$ cat config.mk
export PLATFORM = sky130hd
export DESIGN_NAME = stt_ctrl
export DESIGN_NICKNAME = d
export VERILOG_FILES = /design/src/hw/rtl/stt_pkg.sv /design/src/hw/rtl/stt_ctrl.sv
export SDC_FILE = /design/constraint.sdc
export NUM_CORES = 1
export LEC_CHECK = 0
export BUFFER_PORTS_ARGS = -buffer_cell sky130_fd_sc_hd__buf_4
export CAP_MARGIN = 20
export CORE_AREA = 2 2 39 41
export DETAILED_ROUTE_END_ITERATION = 7
export DIE_AREA = 0 0 41 43
export RECOVER_POWER = 25
export SYNTH_ARGS = -nofsm -noshare
export SYNTH_HDL_FRONTEND = slang
export SYNTH_SLANG_ARGS = --single-unit
$ cat constraint.sdc
create_clock -name clk -period 1.8 [get_ports clk]
set_clock_uncertainty 0.1 [all_clocks]
set_input_delay 0.09 -clock clk [delete_from_list [all_inputs] [get_ports clk]]
set_output_delay 0.09 -clock clk [all_outputs]
set_load 0.005 [all_outputs]
$ cat src/hw/rtl/stt_pkg.sv
// shared types and constants for the transposition table core
// entry layout, interface widths, operation and bound codes, controller interface
// no dependencies
`default_nettype none

package stt_pkg;

    localparam int OP_W        = 2;
    localparam int S_TDATA_W   = 168;
    localparam int M_TDATA_W   = 48;
    localparam int M_TUSER_W   = 2;
    localparam int CFG_W       = 15;
    localparam int SCORE_EXT_W = 18;

    localparam logic [OP_W-1:0] OP_PROBE = 2'd0;
    localparam logic [OP_W-1:0] OP_STORE = 2'd1;
    localparam logic [OP_W-1:0] OP_CLEAR = 2'd2;

    localparam logic [1:0] BOUND_EXACT = 2'd0;
    localparam logic [1:0] BOUND_UPPER = 2'd1;
    localparam logic [1:0] BOUND_LOWER = 2'd2;

    localparam int MATE_NEAR  = 1000;
    localparam int MATE_RESET = 30000;

    typedef struct packed {
        logic [31:0]        move;
        logic [1:0]         kind;
        logic signed [15:0] score;
        logic [7:0]         depth;
        logic [63:0]        key;
    } entry_t;

    localparam int ENTRY_W = $bits(entry_t);

    typedef struct packed {
        logic capture;
        logic read;
        logic adjust;
        logic load_out;
        logic store_wr;
        logic sweep_wr;
    } cmd_t;

    typedef struct packed {
        logic [OP_W-1:0] op;
        logic            out_free;
        logic            sweep_last;
    } status_t;

endpackage

`default_nettype wire

$ cat src/hw/rtl/stt_ctrl.sv
// controller state machine of the transposition table core
// depends on stt_pkg for command and status types and operation codes
`default_nettype none

module stt_ctrl (
    input  wire logic             clk,
    input  wire logic             rst_n,
    input  wire logic             s_tvalid,
    output logic                  s_tready,
    input  wire stt_pkg::status_t status,
    output stt_pkg::cmd_t         cmd
);

    typedef enum logic [4:0] {
        ST_CLEAR   = 5'b00001,
        ST_IDLE    = 5'b00010,
        ST_READ    = 5'b00100,
        ST_ADJUST  = 5'b01000,
        ST_RESOLVE = 5'b10000
    } state_t;

    state_t state_reg;
    state_t state_next;

    always_comb
    begin
        state_next = state_reg;
        cmd        = '0;
        s_tready   = 1'b0;
        unique case (state_reg)
            ST_CLEAR:
            begin
                cmd.sweep_wr = 1'b1;
                if (status.sweep_last)
                begin
                    state_next = ST_IDLE;
                end
            end
            ST_IDLE:
            begin
                s_tready = 1'b1;
                if (s_tvalid)
                begin
                    cmd.capture = 1'b1;
                    state_next  = ST_READ;
                end
            end
            ST_READ:
            begin
                // operation is held in the datapath from here on
                unique case (status.op)
                    stt_pkg::OP_PROBE:
                    begin
                        cmd.read   = 1'b1;
                        state_next = ST_ADJUST;
                    end
                    stt_pkg::OP_STORE:
                    begin
                        cmd.adjust = 1'b1;
                        state_next = ST_RESOLVE;
                    end
                    default:
                    begin
                        state_next = ST_RESOLVE;
                    end
                endcase
            end
            ST_ADJUST:
            begin
                cmd.adjust = 1'b1;
                state_next = ST_RESOLVE;
            end
            ST_RESOLVE:
            begin
                if (status.out_free)
                begin
                    cmd.load_out = 1'b1;
                    cmd.store_wr = (status.op == stt_pkg::OP_STORE);
                    state_next   = (status.op == stt_pkg::OP_CLEAR) ? ST_CLEAR : ST_IDLE;
                end
            end
            default:
            begin
                state_next = ST_IDLE;
            end
        endcase
    end

    always_ff @(posedge clk or negedge rst_n)
    begin
        if (!rst_n)
        begin
            state_reg <= ST_CLEAR;
        end
        else
        begin
            state_reg <= state_next;
        end
    end

endmodule

`default_nettype wire

==> results.ini <==
[worst_setup_path]
worst-path-buf-inv = 1
r2r-end = state_reg[3]
cp.required_ns = 1.61
r2r_setup_slack_ns = 0.43
reg2reg_depth = 2
slowest_delay_ns = 0.43
cp_top_family = simple AND/OR/NAND/NOR gates
crit_chain = or3_1 -> nor4_1 -> buf_4
critPathSlowestCell = dfrtp_1
worstSetupPathType = reg2out
crit_arrival_ns = 1.53
end_kind = output pin
path_max_fanout = 7
rr_startpoint = state_reg[1]
cp-start-kind = flop

[routing]
vias = 371
first_pass_iters = 3
ant_nets = 0
wl_met2_um = 399
m1WireLength_um = 386
routed_wl_um = 823
met3WireLength_um = 37
drc = 0
viasPerCell = 4.88
drt-initial-drc-count = 7
top_layer = met3
wl_per_cell_um = 10.8

[global_routing]
grt.overflow.total = 0
grt_pass1_vias = 317
antenna_found_initial = 0
grt.total_usage = 0.108
grt_pass1_wl_um = 1290
grt_max_degree = 10

[floorplan]
dieArea_sq_um = 1760
rows = 14
io_pins = 14
die_w_um = 41
die_h_um = 43
start_util = 0.263
fp.coreArea_sq_um = 1380

[logic_synthesis]
synth_top_family_by_area = simple AND/OR/NAND/NOR gates
synth.cell_area_sq_um = 364
synth-compound-area-share = 0.155
yosysSeqAreaShare = 0.347
synth.avg_cell_area_sq_um = 8.67
synthMuxAreaShare = 0
yosys.cell_types.count = 25
synthXorXnorAreaFrac = 0.0241
yosys.area_share.simple = 0.399
synth_fa_ha_area_frac = 0
syn-num-nets = 49
yosysWarnings = 0
yosys_register_bits = 5
syn_inst = 42

[placement]
placed_area_sq_um = 458
gp_congestion = 0.673
dp_hpwl_um = 601
io_buffers = 13

[cells_and_area]
diodes = 0
fin_nets = 68
area_growth_pct = 46.0
regArea_sq_um = 128
drive_gt1_frac = 0.350
largest_register_ffs = 5
fillers = 148
multi_input_area_sq_um = 220
fin_area_sq_um = 532

[clock_network]
numCtsBuffers = 3
cts.sinks = 5
cts_root_buffer = clkbuf_4
clkSlewWorstSetupHoldPaths_ns = 0.04
max-clock-path-buffers = 2
htreeDepth = 1
cts_setup_buffers = 0
cts_tree = yes
clk_latency_ns = 0.24

[sta]
fin_hold_ws_ns = 0.0217
setup_tns_ns = 0
fmax_ghz = 0.583
hold_viol = 0
rsz0062_at_grt = true
slew_violations = 0
worst_slew_pin_slew_ns = 0.302
final-setup-viol-count = 0
final.min_clock_period_ns = 1.72
finalCritPeriodShare = 0.953
max_slew_margin = 0.799

[hold_path]
hp-start = status[0]
hold_path.class = in2reg
min_to = state_reg[0]
hold_depth = 3

[status]
status = complete, no violations

[power_and_ir_drop]
p_leak_uw = 0.000228
p_per_area_nw_per_um2 = 1030
vdd_drop_max_uv = 411
p_total_uw = 545

[run]
max_cap_viol_count = 0

timing repair:
action | CTS | global route
setup endpoints to repair | 0 | 3
endpoints found under the hold margin | 7 | 0
hold buffers | 4 | 0
resized for setup | 0 | 3
worst max-delay path by stage:
stage          slack (ns)      to    startpoint  cells past startpoint
5_1_grt             -0.01  cmd[3]  state_reg[2]                      4
4_1_cts              0.08  cmd[1]  state_reg[2]                      4
6_report             0.08  cmd[4]  state_reg[1]                      3
2_1_floorplan        0.43  cmd[4]  state_reg[4]                      4
3_5_place_dp         0.34  cmd[3]  state_reg[3]                      4
3_3_place_gp         0.37  cmd[4]  state_reg[1]                      3
per-stage QoR:
stage,instances,setup WS (ns),util
after floorplan,42,0.429,-
after global placement,68,0.369,0.331
after detailed placement,68,0.342,0.331
after CTS,76,0.0836,0.379
after global routing,76,-0.0121,0.384
final,76,0.0845,0.384
kinds of logic after synthesis:
logic type / Yosys count
DFF: 5
buffers and inverters: 4
and+or+nand+nor: 22
AOI/OAI and AO/OA: 10
xor gates and xnor gates: 1
worst register-to-register path: cells and delay by family (launching register included):
family        cells  cell delay, ns
flops             1            0.43
simple gates      2            0.72
area by class of cell:
type / count / area share
Tap cell: 16 / 0.0376
Clock buffer: 4 / 0.0494
Sequential cell: 5 / 0.240
Timing Repair Buffer: 17 / 0.252
Multi-Input combinational cell: 33 / 0.414
Inverter: 1 / 0.00706
layer usage:
metal / up-vias / global-route usage
met5: - / 0
met4: 0 / 0.0200
met3: 0 / 0.0628
met2: 9 / 0.156
met1: 172 / 0.137
li1: 190 / -
placed cells by master (no fill, tap or decap), types with 3 or more instances in the layout:
master,n
buf_4,12
o21ai_0,5
dlygate4sd3_1,4
nor2_1,3
nor3_2,3
clkbuf_4,3
dfrtp_1,3
where the power goes:
| group | internal [uW] | switching [uW] |
|---|---|---|
| Clock | 83.6 | 43.5 |
| Combinational | 123 | 100 |
| Sequential | 138 | 56.3 |
| Total | 345 | 200 |
synthesized netlist by cell type:
library cell / n / area (sq um)
a21oi_1: 2 / 10.0
a31oi_1: 1 / 6.26
and2_1: 2 / 12.5
buf_2: 1 / 5.00
buf_4: 1 / 7.51
buf_6: 1 / 11.3
dfrtp_1: 4 / 100
dfstp_2: 1 / 26.3
inv_1: 1 / 3.75
nand2_1: 1 / 3.75
nand2b_1: 2 / 12.5
nand2b_4: 1 / 13.8
nand4b_1: 2 / 17.5
nor2_1: 3 / 11.3
nor3_1: 3 / 15.0
nor3_2: 1 / 10.0
nor3b_1: 1 / 7.51
nor4_1: 2 / 12.5
o21ai_0: 5 / 25.0
o21bai_1: 1 / 7.51
o31ai_1: 1 / 7.51
or2b_1: 1 / 7.51
or3_1: 2 / 12.5
or3b_1: 1 / 8.76
xor2_1: 1 / 8.76
(Power assumes the default switching activity.)
